### config.mk
export PLATFORM = sky130hd
export DESIGN_NAME = ir_remote_motor_command_controller_unit
export DESIGN_NICKNAME = d
export VERILOG_FILES = /design/src/hw/rtl/irmc_pkg.sv /design/src/hw/rtl/irmc_cfg_regs.sv /design/src/hw/rtl/irmc_decode.sv /design/src/hw/rtl/irmc_core.sv /design/src/hw/rtl/ir_remote_motor_command_controller_unit.sv
export SDC_FILE = /design/constraint.sdc
export NUM_CORES = 1
export LEC_CHECK = 0
export CORE_MARGIN = 8
export CORE_UTILIZATION = 40
export DETAILED_ROUTE_END_ITERATION = 8
export DONT_BUFFER_PORTS = 1
export GPL_TIMING_DRIVEN = 0
export PLACE_DENSITY = 0.61
export SLEW_MARGIN = 10
export SYNTH_ARGS = -nofsm -noshare
export SYNTH_HDL_FRONTEND = slang
export SYNTH_SLANG_ARGS = --single-unit
### constraint.sdc
create_clock -name clk -period 5.2 [get_ports clk]
set_input_delay 0.78 -clock clk [delete_from_list [all_inputs] [get_ports clk]]
set_output_delay 0.78 -clock clk [all_outputs]
set_load 0.01 [all_outputs]
### src/hw/rtl/irmc_pkg.sv
// Shared types, codes and reset constants for the IR remote motor command controller.
package irmc_pkg;

  // Default width of the speed levels and drive outputs
  localparam int LEVEL_BITS_DEF = 8;

  // Configuration register width and count
  localparam int CFG_DATA_BITS = 8;
  localparam int CFG_IDX_BITS  = 3;
  localparam int RPT_BITS      = 3;

  // Raw remote frame values
  localparam logic [31:0] CODE_REPEAT = 32'd0;
  localparam logic [31:0] CODE_ONOFF  = 32'd3008159488;
  localparam logic [31:0] CODE_FWD    = 32'd2874466048;
  localparam logic [31:0] CODE_BACK   = 32'd3910590208;
  localparam logic [31:0] CODE_STOP   = 32'd3927301888;
  localparam logic [31:0] CODE_UP     = 32'd2941312768;
  localparam logic [31:0] CODE_DOWN   = 32'd3977436928;
  localparam logic [31:0] CODE_MAX    = 32'd3994148608;

  // Register reset values
  localparam logic [CFG_DATA_BITS-1:0] FWD_MAX_RST  = 8'd250;
  localparam logic [CFG_DATA_BITS-1:0] REV_MAX_RST  = 8'd250;
  localparam logic [CFG_DATA_BITS-1:0] FWD_MIN_RST  = 8'd0;
  localparam logic [CFG_DATA_BITS-1:0] REV_MIN_RST  = 8'd0;
  localparam logic [CFG_DATA_BITS-1:0] FWD_DFLT_RST = 8'd100;
  localparam logic [CFG_DATA_BITS-1:0] REV_DFLT_RST = 8'd100;
  localparam logic [CFG_DATA_BITS-1:0] STEP_RST     = 8'd50;
  localparam logic [RPT_BITS-1:0]      RPT_AFTER_RST = 3'd3;
  localparam logic [RPT_BITS-1:0]      RPT_SAT       = 3'd7;

  typedef enum logic [3:0] {
    CMD_REPEAT  = 4'd0,
    CMD_FWD     = 4'd1,
    CMD_BACK    = 4'd2,
    CMD_STOP    = 4'd3,
    CMD_UP      = 4'd4,
    CMD_DOWN    = 4'd5,
    CMD_MAX     = 4'd6,
    CMD_ONOFF   = 4'd7,
    CMD_UNKNOWN = 4'd8
  } cmd_t;

  typedef enum logic [1:0] {
    MOT_NONE = 2'd0,
    MOT_FWD  = 2'd1,
    MOT_BACK = 2'd2,
    MOT_STOP = 2'd3
  } motion_t;

  typedef enum logic [CFG_IDX_BITS-1:0] {
    REG_FWD_MAX   = 3'd0,
    REG_REV_MAX   = 3'd1,
    REG_FWD_MIN   = 3'd2,
    REG_REV_MIN   = 3'd3,
    REG_FWD_DFLT  = 3'd4,
    REG_REV_DFLT  = 3'd5,
    REG_STEP      = 3'd6,
    REG_RPT_AFTER = 3'd7
  } reg_idx_t;

  typedef struct packed {
    logic [CFG_DATA_BITS-1:0] fwd_max;
    logic [CFG_DATA_BITS-1:0] rev_max;
    logic [CFG_DATA_BITS-1:0] fwd_min;
    logic [CFG_DATA_BITS-1:0] rev_min;
    logic [CFG_DATA_BITS-1:0] fwd_dflt;
    logic [CFG_DATA_BITS-1:0] rev_dflt;
    logic [CFG_DATA_BITS-1:0] step;
    logic [RPT_BITS-1:0]      rpt_after;
  } cfg_t;

  typedef struct packed {
    logic    powered;
    motion_t motion;
    cmd_t    command;
  } stat_t;

endpackage

### src/hw/rtl/irmc_cfg_regs.sv
// Configuration register bank of the IR remote motor command controller.
module irmc_cfg_regs import irmc_pkg::*; (
  input  logic                     clk,
  input  logic                     rst_n,
  input  logic                     cfg_wr_en,
  input  logic [CFG_IDX_BITS-1:0]  cfg_index,
  input  logic [CFG_DATA_BITS-1:0] cfg_wdata,
  output cfg_t                     cfg
);

  cfg_t cfg_r;
  cfg_t cfg_nxt;

  always_comb begin
    cfg_nxt = cfg_r;
    if (cfg_wr_en) begin
      case (reg_idx_t'(cfg_index))
        REG_FWD_MAX:   cfg_nxt.fwd_max   = cfg_wdata;
        REG_REV_MAX:   cfg_nxt.rev_max   = cfg_wdata;
        REG_FWD_MIN:   cfg_nxt.fwd_min   = cfg_wdata;
        REG_REV_MIN:   cfg_nxt.rev_min   = cfg_wdata;
        REG_FWD_DFLT:  cfg_nxt.fwd_dflt  = cfg_wdata;
        REG_REV_DFLT:  cfg_nxt.rev_dflt  = cfg_wdata;
        REG_STEP:      cfg_nxt.step      = cfg_wdata;
        REG_RPT_AFTER: cfg_nxt.rpt_after = cfg_wdata[RPT_BITS-1:0];
        default:       cfg_nxt = cfg_r;
      endcase
    end
  end

  always_ff @(posedge clk) begin
    if (!rst_n) begin
      cfg_r.fwd_max   <= FWD_MAX_RST;
      cfg_r.rev_max   <= REV_MAX_RST;
      cfg_r.fwd_min   <= FWD_MIN_RST;
      cfg_r.rev_min   <= REV_MIN_RST;
      cfg_r.fwd_dflt  <= FWD_DFLT_RST;
      cfg_r.rev_dflt  <= REV_DFLT_RST;
      cfg_r.step      <= STEP_RST;
      cfg_r.rpt_after <= RPT_AFTER_RST;
    end else begin
      cfg_r <= cfg_nxt;
    end
  end

  assign cfg = cfg_r;

endmodule

### src/hw/rtl/irmc_decode.sv
// Raw remote frame to command decoder.
module irmc_decode import irmc_pkg::*; (
  input  logic [31:0] raw_code,
  output cmd_t        cmd
);

  always_comb begin
    case (raw_code)
      CODE_REPEAT: cmd = CMD_REPEAT;
      CODE_FWD:    cmd = CMD_FWD;
      CODE_BACK:   cmd = CMD_BACK;
      CODE_STOP:   cmd = CMD_STOP;
      CODE_UP:     cmd = CMD_UP;
      CODE_DOWN:   cmd = CMD_DOWN;
      CODE_MAX:    cmd = CMD_MAX;
      CODE_ONOFF:  cmd = CMD_ONOFF;
      default:     cmd = CMD_UNKNOWN;
    endcase
  end

endmodule

### src/hw/rtl/irmc_core.sv
// Controller state and per-command update logic.
module irmc_core import irmc_pkg::*; #(
  parameter int LEVEL_BITS = LEVEL_BITS_DEF
) (
  input  logic                  clk,
  input  logic                  rst_n,
  input  logic                  advance,
  input  cmd_t                  code,
  input  cfg_t                  cfg,
  output logic [LEVEL_BITS-1:0] fwd_drv,
  output logic [LEVEL_BITS-1:0] rev_drv,
  output stat_t                 stat
);

  // Compare width: wide enough for a level, a register and their sum
  localparam int CW = ((LEVEL_BITS > CFG_DATA_BITS) ? LEVEL_BITS : CFG_DATA_BITS) + 1;

  logic                  pwr_r, pwr_nxt;
  motion_t               mot_r, mot_nxt;
  logic [LEVEL_BITS-1:0] fwd_lvl_r, fwd_lvl_nxt;
  logic [LEVEL_BITS-1:0] rev_lvl_r, rev_lvl_nxt;
  logic [RPT_BITS-1:0]   rpt_r, rpt_nxt;
  logic [2:0]            last_r, last_nxt;
  logic [LEVEL_BITS-1:0] fwd_drv_r, fwd_drv_nxt;
  logic [LEVEL_BITS-1:0] rev_drv_r, rev_drv_nxt;

  logic [CW-1:0] fl_x, rl_x, fmax_x, rmax_x, fmin_x, rmin_x, step_x;
  logic [CW-1:0] fwd_sum, rev_sum, fwd_diff, rev_diff;
  logic [LEVEL_BITS-1:0] fwd_up, rev_up, fwd_dn, rev_dn;
  logic [LEVEL_BITS-1:0] fwd_min_l, rev_min_l, fwd_dflt_l, rev_dflt_l, fwd_max_l;
  cmd_t cmd_eff;

  // Saturating step values from the current levels
  always_comb begin
    fl_x     = CW'(fwd_lvl_r);
    rl_x     = CW'(rev_lvl_r);
    fmax_x   = CW'(cfg.fwd_max);
    rmax_x   = CW'(cfg.rev_max);
    fmin_x   = CW'(cfg.fwd_min);
    rmin_x   = CW'(cfg.rev_min);
    step_x   = CW'(cfg.step);
    fwd_sum  = fl_x + step_x;
    rev_sum  = rl_x + step_x;
    fwd_diff = fl_x - fmin_x;
    rev_diff = rl_x - rmin_x;
    fwd_up   = LEVEL_BITS'((fwd_sum > fmax_x) ? fmax_x : fwd_sum);
    rev_up   = LEVEL_BITS'((rev_sum > rmax_x) ? rmax_x : rev_sum);
    fwd_dn   = LEVEL_BITS'((fwd_diff < step_x) ? fmin_x : (fl_x - step_x));
    rev_dn   = LEVEL_BITS'((rev_diff < step_x) ? rmin_x : (rl_x - step_x));
    fwd_min_l  = LEVEL_BITS'(cfg.fwd_min);
    rev_min_l  = LEVEL_BITS'(cfg.rev_min);
    fwd_dflt_l = LEVEL_BITS'(cfg.fwd_dflt);
    rev_dflt_l = LEVEL_BITS'(cfg.rev_dflt);
    fwd_max_l  = LEVEL_BITS'(cfg.fwd_max);
  end

  always_comb begin
    pwr_nxt     = pwr_r;
    mot_nxt     = mot_r;
    fwd_lvl_nxt = fwd_lvl_r;
    rev_lvl_nxt = rev_lvl_r;
    rpt_nxt     = rpt_r;
    last_nxt    = last_r;
    fwd_drv_nxt = fwd_drv_r;
    rev_drv_nxt = rev_drv_r;
    cmd_eff     = code;
    if (!pwr_r) begin
      if (code == CMD_ONOFF) begin
        pwr_nxt = 1'b1;
      end
    end else begin
      if (code == CMD_REPEAT) begin
        if (rpt_r != RPT_SAT) begin
          rpt_nxt = rpt_r + RPT_BITS'(1);
        end
        cmd_eff = (rpt_nxt > cfg.rpt_after) ? cmd_t'({1'b0, last_r}) : CMD_UNKNOWN;
      end else begin
        rpt_nxt = '0;
      end
      case (cmd_eff)
        CMD_FWD: begin
          last_nxt = 3'(CMD_FWD);
          if (mot_r != MOT_FWD) begin
            fwd_lvl_nxt = fwd_dflt_l;
            mot_nxt     = MOT_FWD;
          end
          fwd_drv_nxt = fwd_lvl_nxt;
          rev_drv_nxt = rev_min_l;
        end
        CMD_BACK: begin
          last_nxt = 3'(CMD_BACK);
          if (mot_r != MOT_BACK) begin
            rev_lvl_nxt = rev_dflt_l;
            mot_nxt     = MOT_BACK;
          end
          fwd_drv_nxt = fwd_min_l;
          rev_drv_nxt = rev_lvl_nxt;
        end
        CMD_STOP: begin
          last_nxt    = 3'(CMD_STOP);
          mot_nxt     = MOT_STOP;
          fwd_drv_nxt = '0;
          rev_drv_nxt = '0;
        end
        CMD_UP: begin
          last_nxt = 3'(CMD_UP);
          if (mot_r == MOT_FWD && fl_x < fmax_x) begin
            fwd_lvl_nxt = fwd_up;
            fwd_drv_nxt = fwd_up;
            rev_drv_nxt = rev_min_l;
          end else if (mot_r == MOT_BACK && rl_x < rmax_x) begin
            rev_lvl_nxt = rev_up;
            fwd_drv_nxt = fwd_min_l;
            rev_drv_nxt = rev_up;
          end
        end
        CMD_DOWN: begin
          last_nxt = 3'(CMD_DOWN);
          if (mot_r == MOT_FWD && fl_x > fmin_x) begin
            fwd_lvl_nxt = fwd_dn;
            fwd_drv_nxt = fwd_dn;
            rev_drv_nxt = rev_min_l;
          end else if (mot_r == MOT_BACK && rl_x > rmin_x) begin
            rev_lvl_nxt = rev_dn;
            fwd_drv_nxt = fwd_min_l;
            rev_drv_nxt = rev_dn;
          end
        end
        CMD_MAX: begin
          // Load the forward level only; drives follow on a later forward command if already moving forward
          last_nxt    = 3'(CMD_MAX);
          fwd_lvl_nxt = fwd_max_l;
        end
        CMD_ONOFF: begin
          pwr_nxt     = 1'b0;
          last_nxt    = '0;
          mot_nxt     = MOT_STOP;
          fwd_drv_nxt = '0;
          rev_drv_nxt = '0;
          fwd_lvl_nxt = fwd_dflt_l;
          rev_lvl_nxt = rev_dflt_l;
        end
        default: begin
        end
      endcase
    end
  end

  always_ff @(posedge clk) begin
    if (!rst_n) begin
      pwr_r     <= 1'b0;
      mot_r     <= MOT_NONE;
      fwd_lvl_r <= LEVEL_BITS'(FWD_DFLT_RST);
      rev_lvl_r <= LEVEL_BITS'(REV_DFLT_RST);
      rpt_r     <= '0;
      last_r    <= '0;
      fwd_drv_r <= '0;
      rev_drv_r <= '0;
    end else if (advance) begin
      pwr_r     <= pwr_nxt;
      mot_r     <= mot_nxt;
      fwd_lvl_r <= fwd_lvl_nxt;
      rev_lvl_r <= rev_lvl_nxt;
      rpt_r     <= rpt_nxt;
      last_r    <= last_nxt;
      fwd_drv_r <= fwd_drv_nxt;
      rev_drv_r <= rev_drv_nxt;
    end
  end

  assign fwd_drv      = fwd_drv_nxt;
  assign rev_drv      = rev_drv_nxt;
  assign stat.powered = pwr_nxt;
  assign stat.motion  = mot_nxt;
  assign stat.command = code;

endmodule

### src/hw/rtl/ir_remote_motor_command_controller_unit.sv
// Top level of the IR remote motor command controller.
// Takes one 32-bit decoded remote frame per transaction and returns one result
// transaction with the motor drive levels, power flag, motion state and the
// command decoded from that frame. A transaction is accepted every cycle when
// the result side keeps up. The frame passes two registers: the input register
// when the frame is accepted, then the command logic and the result register
// once that register is empty or being taken; out_valid rises as it loads.
// The result register frees itself in the cycle it is taken, so a stalled
// result holds off new input only once the input register is also full.
// Write configuration only while no transaction is in flight. Register
// indexes: 0 forward_max, 1 reverse_max, 2 forward_min, 3 reverse_min,
// 4 forward_default, 5 reverse_default, 6 speed_step, 7 repeat_after (3 bits).
module ir_remote_motor_command_controller_unit import irmc_pkg::*; #(
  parameter int LEVEL_BITS = LEVEL_BITS_DEF
) (
  input  logic                     clk,
  input  logic                     rst_n,
  // Input channel
  input  logic                     in_valid,
  output logic                     in_stall,
  input  logic [31:0]              in_raw_code,
  // Result channel
  output logic                     out_valid,
  input  logic                     out_stall,
  output logic [LEVEL_BITS-1:0]    out_drive_forward,
  output logic [LEVEL_BITS-1:0]    out_drive_reverse,
  output logic                     out_powered,
  output logic [1:0]               out_motion,
  output logic [3:0]               out_command,
  // Configuration write port
  input  logic                     cfg_wr_en,
  input  logic [CFG_IDX_BITS-1:0]  cfg_index,
  input  logic [CFG_DATA_BITS-1:0] cfg_wdata
);

  cfg_t                  cfg;
  cmd_t                  code;
  stat_t                 stat;
  logic [LEVEL_BITS-1:0] fwd_drv, rev_drv;

  logic        s1_vld_r, s1_vld_nxt;
  logic [31:0] s1_code_r;
  logic        out_vld_r, out_vld_nxt;
  logic        out_free;
  logic        s1_adv;
  logic        in_take;

  logic [LEVEL_BITS-1:0] out_fwd_r, out_rev_r;
  stat_t                 out_stat_r;

  // Result register can load when empty or being taken this cycle
  assign out_free = !out_vld_r || !out_stall;
  // Move the held frame through the command logic into the result register
  assign s1_adv   = s1_vld_r && out_free;
  // Input register refills when empty or when its frame moves on
  assign in_stall = s1_vld_r && !out_free;
  assign in_take  = in_valid && !in_stall;

  always_comb begin
    s1_vld_nxt = s1_vld_r;
    if (in_take) begin
      s1_vld_nxt = 1'b1;
    end else if (s1_adv) begin
      s1_vld_nxt = 1'b0;
    end
    out_vld_nxt = out_vld_r;
    if (s1_adv) begin
      out_vld_nxt = 1'b1;
    end else if (out_vld_r && !out_stall) begin
      out_vld_nxt = 1'b0;
    end
  end

  always_ff @(posedge clk) begin
    if (!rst_n) begin
      s1_vld_r  <= 1'b0;
      out_vld_r <= 1'b0;
    end else begin
      s1_vld_r  <= s1_vld_nxt;
      out_vld_r <= out_vld_nxt;
    end
  end

  // Payload registers: hold unless loaded
  always_ff @(posedge clk) begin
    if (in_take) begin
      s1_code_r <= in_raw_code;
    end
    if (s1_adv) begin
      out_fwd_r  <= fwd_drv;
      out_rev_r  <= rev_drv;
      out_stat_r <= stat;
    end
  end

  irmc_cfg_regs u_cfg (
    .clk       (clk),
    .rst_n     (rst_n),
    .cfg_wr_en (cfg_wr_en),
    .cfg_index (cfg_index),
    .cfg_wdata (cfg_wdata),
    .cfg       (cfg)
  );

  irmc_decode u_decode (
    .raw_code (s1_code_r),
    .cmd      (code)
  );

  // Controller state commits only when the transaction moves to the result
  irmc_core #(
    .LEVEL_BITS (LEVEL_BITS)
  ) u_core (
    .clk     (clk),
    .rst_n   (rst_n),
    .advance (s1_adv),
    .code    (code),
    .cfg     (cfg),
    .fwd_drv (fwd_drv),
    .rev_drv (rev_drv),
    .stat    (stat)
  );

  assign out_valid         = out_vld_r;
  assign out_drive_forward = out_fwd_r;
  assign out_drive_reverse = out_rev_r;
  assign out_powered       = out_stat_r.powered;
  assign out_motion        = out_stat_r.motion;
  assign out_command       = out_stat_r.command;

endmodule
Yosys cells after proc, flatten, opt, wreduce, memory -nomap -nowiden
Index checks and enable logic that the tools add are counted.

Register bits: 157. Word-level logic and storage cells: 153.

$add $sub $neg: 7. Magnitude comparators: 9. Eq/ne operators: 33. Mux-type cells: 46. Reductions and logical operators: 34.

Operator list (number): equality test 32 bit (second input constant) (7); 2-to-1 mux 8 bit (22); one-hot mux 8 bit (5 select lines) (3); zero test 32 bit (1); one-hot mux 4 bit (8 select lines) (1); one-hot mux 8 bit (4 select lines) (1); one-hot mux 3 bit (7 select lines) (1); equality test 4 x 3 -> 1 bit (second input constant) (5); adder 8 x 8 -> 9 bit (2); greater-than comparator 9 x 8 -> 1 bit (2); < comparator 9 x 8 -> 1 bit (2); AND reduction 2 bit (9); subtractor 8 x 8 -> 9 bit (2); greater-than comparator 8 bit (2); < comparator 8 bit (2); subtractor 8 bit (2); equality test 3 bit (second input constant) (4); 2-to-1 mux 3 bit (4); 2-to-1 mux 4 bit (3); inequality test 2 x 1 -> 1 bit (second input constant) (5); equality test 4 x 2 -> 1 bit (second input constant) (2); logical AND 1 bit (8); 2-to-1 mux 1 bit (7); AND reduction 7 bit (1); other kinds (22) (31).

Longest topological paths before layout
Word-level depth: 13. Mapped depth: 19. Mapped depth without buffers: 18.

By module
A second synthesis with hierarchy kept.

Cell total of the unflattened synthesis: 1287. Area total of the unflattened synthesis: 11568.6 um^2.

Modules (own cells, without submodules): irmc_core (times used 1, cells each 956, area each 7159.4 um^2, seq. area each 820.8 um^2); irmc_cfg_regs (times used 1, cells each 221, area each 2326.0 um^2, seq. area each 1181.1 um^2); ir_remote_motor_command_controller_unit (times used 1, cells each 63, area each 1735.4 um^2, seq. area each 1691.6 um^2); irmc_decode (times used 1, cells each 47, area each 347.8 um^2, seq. area each 0.0 um^2).

Worst setup path after synthesis
OpenSTA, ideal clock, no wires.

Path type: register to register. From: reg u_cfg.cfg_r (netlist bit u_cfg.cfg[7]). To: reg out_fwd_r[2] (netlist: out_drive_forward[2]) (data pin). Setup time: 266 ps. Arrival time: 3946 ps. Slack: 988 ps. Stages on the path, launching flop included: 18. Period minus slack after synthesis: 4212 ps. Path through: dfxtp_1 inv_1 ha_1 buf_4 or3_1 o211ai_1 o221ai_1 xnor2_1 ha_1 or4_1 a2111oi_2 a2bb2oi_2 buf_4 nor2_1 a21oi_1 o21ai_0 a221oi_1 o21ai_0.

Word-level cells in the longest chain between the ends: 6. Elaborated cells on any way between the ends: 9.

Ends and longest elaborated chain: start, declared (RTL line irmc_cfg_regs.sv:11) `cfg_t cfg_r;`; start signal, assigned (RTL line irmc_cfg_regs.sv:42) `cfg_r <= cfg_nxt;`; adder 8 x 8 -> 9 bit (RTL line irmc_core.sv:42) `fwd_sum = fl_x + step_x;`; greater-than comparator 9 x 8 -> 1 bit (RTL line irmc_core.sv:46) `fwd_up = LEVEL_BITS'((fwd_sum > fmax_x) ? fmax_x : fwd_sum);`; 2-to-1 mux 8 bit (RTL line irmc_core.sv:46); 2-to-1 mux 8 bit (RTL line irmc_core.sv:107) `if (mot_r == MOT_FWD && fl_x < fmax_x) begin`; one-hot mux 8 bit (5 select lines) * (RTL line irmc_core.sv:80) `case (cmd_eff)`; 2-to-1 mux 8 bit * (RTL line irmc_core.sv:67) `if (!pwr_r) begin`; net fwd_drv[2] (RTL line ir_remote_motor_command_controller_unit.sv:39) `logic [LEVEL_BITS-1:0] fwd_drv, rev_drv;`; end signal, assigned (RTL line ir_remote_motor_command_controller_unit.sv:90) `out_fwd_r <= fwd_drv;`; end, declared (RTL line ir_remote_motor_command_controller_unit.sv:48) `logic [LEVEL_BITS-1:0] out_fwd_r, out_rev_r;`.

Mark *: on every way through the listed nets, which the timed path passes. The rest lies on a longest branch. A chain may end at the register's enable or synchronous reset.

Worst setup path in the final report
From: reg u_cfg.cfg_r (netlist bit u_cfg.cfg[5]). To: reg out_fwd_r[4] (netlist: out_drive_forward[4]) (data pin).

Same word-level chain as after synthesis.

==> impl_results.md <==
* Number of stages on the worst hold path at 0
* Synthesis Warnings at 0
* WL per Instance at 24.01 um
* Worst Reg-to-Reg Cells at 17
* Post-synthesis cell type count at 106
* Worst min path class: input port to register
* Fill cell instance count of the final layout at 2934
* Layout net count at 1583
* Critical path start-end classification: register to register
* Kind of end point of the critical path: register
* Total wire length after detailed routing at 44.12 mm
* Total power per unit cell area at 232.4 nW/um^2
* Clock H-tree levels at 4
* Area growth from synthesis to final layout at 10.36%
* Share of layout cells above drive strength 1 at 9.738%
* Row count at 63
* CP Data Arrival Time at 5.24 ns
* Critical Path Source Type: register
* Top library cells by usage in the layout, fill and taps aside: sky130_fd_sc_hd__nand2_1 (202), sky130_fd_sc_hd__a21oi_1 (135), sky130_fd_sc_hd__dfxtp_1 (102)
* CTS Buf Count at 17
* Hold buffer count at cts at 0
* Post-synth design cell area at 11880 um^2
* Slew at the pin with the worst max-slew slack at 1.188 ns
* Final period demand of the worst path at 5.044 ns
* Run status: finished clean
* Average via count per standard cell at 6.254
* Initial antenna violation count at 0
* Post-synthesis async set-or-reset flop share at 0%
* Height of the die at 188.3 um
* Total clock sinks at 157
* Most common cell after layout, fill and taps aside: sky130_fd_sc_hd__nand2_1
* Number of synthesized flops with an enable pin at 55
* Net switching power at 951.1 uW
* Via count of the first global-routing pass at 10730
* Sw Share at 31.21%
* Port-buffer cells at 0
* Number of failing setup endpoints in the final timing report at 0
* Required @ worst endpoint at 5.39 ns
* Synth Area per Inst at 8.425 um^2
* I/O pins at 73
* Final GP Congestion at 0.9792
* Library cell occupying the most area in the post-synthesis netlist: sky130_fd_sc_hd__dfxtp_1
* Net count of the mapped netlist at 1558
* Area of the placeable core at 29480 um^2
* Cell Count Post-Placement at 1800
* Max rail drop VDD at 0.1550 mV
* DP HPWL at 34.01 mm
* Maximum fanout along the worst path at 8
* DRC violation total after the first TritonRoute iteration at 1382
* Insertion delay of the later-clocked pin in the worst-skew pair at 0.45 ns
* Die X at 188.3 um
* Pin count of the biggest net entering global routing at 33
* Leakage at 4.757 nW
* Internal portion of total power at 2.096 mW
* Final number of hold-violating endpoints at 0
* First-pass GRT wire length at 65.79 mm
* Synth top area cells: sky130_fd_sc_hd__dfxtp_1 (17%), sky130_fd_sc_hd__edfxtp_1 (14%), sky130_fd_sc_hd__ha_1 (9.9%)
* Initial Util at 40.29%
* Clk Tree Root Cell: sky130_fd_sc_hd__clkbuf_16
* Synthesized instance count at 1410
* TritonCTS clock tree: built
* Headroom to the max-slew limit at 20.18%
* Router iterations before antenna repair at 6
* Predominant post-synthesis flop cell: sky130_fd_sc_hd__dfxtp_1
* Power share of the sequential group at 44.1%
* Antenna viol nets, final at 0
* Proportion of netlist area held by the largest area contributor at 17.19%
* Drc violations at 0
* Fmax at 198.2 MHz
* Clk pwr share at 43.8%
* Part of the Yosys area used for sequential elements at 31.09%
* Maximum capacitance violations at 0
* Total grt overflow at 0
* Ant diodes at 0
* Non-Filler Instances at 1838
* Clock transition at path regs at 0.08 ns
* Vias at 11500
* Total routing usage reported by global routing at 24.08%
* Die Area at 35470 um^2
* Maximum clock path buffer count at 2
* Max Transition Viols Final at 0
* Worst setup skew after layout at 0.01940 ns
* Fraction of the core area covered by cells at the end of the flow at 44.47%
* Logic pwr share at 12.1%
* Synth Register Bits at 157
* Fraction of the cycle the final worst path needs at 97.01%
final cells by class:
type	instances	area, um^2	area share (%)
Clock buffer	17	425.4	3.245
Sequential cell	157	3694	28.17
Inverter	77	292.8	2.233
Tap cell	390	488.0	3.722
Clock inverter	15	193.9	1.479
Buffer	60	297.8	2.271
Multi-Input combinational cell	1116	7674	58.53
Timing Repair Buffer	6	45.04	0.3436
Yosys cell counts, drive strengths merged, types with 33 or more instances:
library cell / number
nand3: 34
clkbuf: 36
nor2: 94
nor3: 34
o211ai: 33
o21ai: 91
inv: 77
ha: 94
nand2: 205
edfxtp: 55
mux2i: 36
a21oi: 140
dfxtp: 102
per-stage QoR:
| step | hold WS, ns | setup WS, ns | area, um^2 | setup TNS [ns] | power (mW) |
|---|---|---|---|---|---|
| 2_1_floorplan | 0.4363 | 0.9879 | 11880 | 0 | 1.603 |
| 3_3_place_gp | 0.4455 | 0.05663 | 12370 | 0 | 1.716 |
| 3_5_place_dp | 0.4643 | 0.06524 | 12370 | 0 | 1.720 |
| 4_1_cts | 0.4127 | 0.03990 | 12990 | 0 | 3.035 |
| 5_1_grt | 0.4128 | -0.01418 | 13110 | -0.01418 | 3.127 |
| 6_report | 0.4249 | 0.1557 | 13110 | 0 | 3.047 |
logic make-up after synthesis:
kind of cell	synth area share (%)
adder cells (fa/ha/maj)	10.91
AO/OA/AOI/OAI	26.62
AND/OR/NAND/NOR	19.17
buffers and inverters	4.940
flip-flops	31.09
XOR/XNOR	2.433
multiplexers	4.835
registers in the layout (all words and copies together) (netlist names):
signal,flops
u_core.fwd_lvl_r,8
u_cfg.cfg,59
u_core.fwd_drv_r,8
u_core.rev_lvl_r,8
u_core.pwr_r,1
out_drive_reverse,8
out_powered,1
out_drive_forward,8
s1_vld_r,1
u_core.rpt_r,3
u_core.rev_drv_r,8
out_motion,2
u_core.last_r,3
s1_code_r,32
u_core.mot_r,2
out_valid,1
out_command,4
power by group through the flow:
stage | Clock, mW | Sequential (mW) | Combinational (mW)
2_1_floorplan | 0 | 1.36 | 0.244
3_3_place_gp | 0 | 1.37 | 0.343
3_5_place_dp | 0 | 1.37 | 0.348
4_1_cts | 1.34 | 1.34 | 0.350
5_1_grt | 1.38 | 1.35 | 0.395
6_report | 1.33 | 1.34 | 0.368
final timing paths:
path                                                 start                             end  slack, ns
worst min-delay path                        in_raw_code[5]          s1_code_r[5]$_DFFE_PP_       0.42
worst min register to register  u_cfg.cfg[29]$_SDFFE_PN0P_      u_cfg.cfg[29]$_SDFFE_PN0P_       0.48
worst max-delay path             u_cfg.cfg[5]$_SDFFE_PN0P_  out_drive_forward[4]$_DFFE_PP_       0.16
worst max register to register   u_cfg.cfg[5]$_SDFFE_PN0P_  out_drive_forward[4]$_DFFE_PP_       0.16
routing by layer:
metal	track usage [%]	routed length, um	up-vias
met5	0	0	-
met4	11.61	2065	0
met3	4.917	3881	129
met2	36.60	19330	627
met1	32.20	18850	5460
li1	-	-	5279
worst max-delay path, stage by stage, from the launching register on:
cell and delay [ns]:
sky130_fd_sc_hd__dfxtp_1 0.47, sky130_fd_sc_hd__inv_1 0.23, sky130_fd_sc_hd__ha_1 0.34, sky130_fd_sc_hd__buf_4 0.17
sky130_fd_sc_hd__or3_1 0.38, sky130_fd_sc_hd__o211ai_1 0.18, sky130_fd_sc_hd__o221ai_1 0.16, sky130_fd_sc_hd__xnor2_1 0.21
sky130_fd_sc_hd__ha_1 0.25, sky130_fd_sc_hd__or4_1 0.56, sky130_fd_sc_hd__a2111oi_4 0.44, sky130_fd_sc_hd__a2bb2oi_4 0.28
sky130_fd_sc_hd__buf_4 0.16, sky130_fd_sc_hd__nor2_1 0.03, sky130_fd_sc_hd__a21oi_1 0.25, sky130_fd_sc_hd__o21ai_0 0.16
sky130_fd_sc_hd__a221oi_1 0.39, sky130_fd_sc_hd__o21ai_0 0.14
repair_timing:
item,4_1_cts,5_1_grt
setup endpoints to repair,0,23
buffers inserted,0,6
resized for setup,0,11
Power figures use the tool's default switching activity.
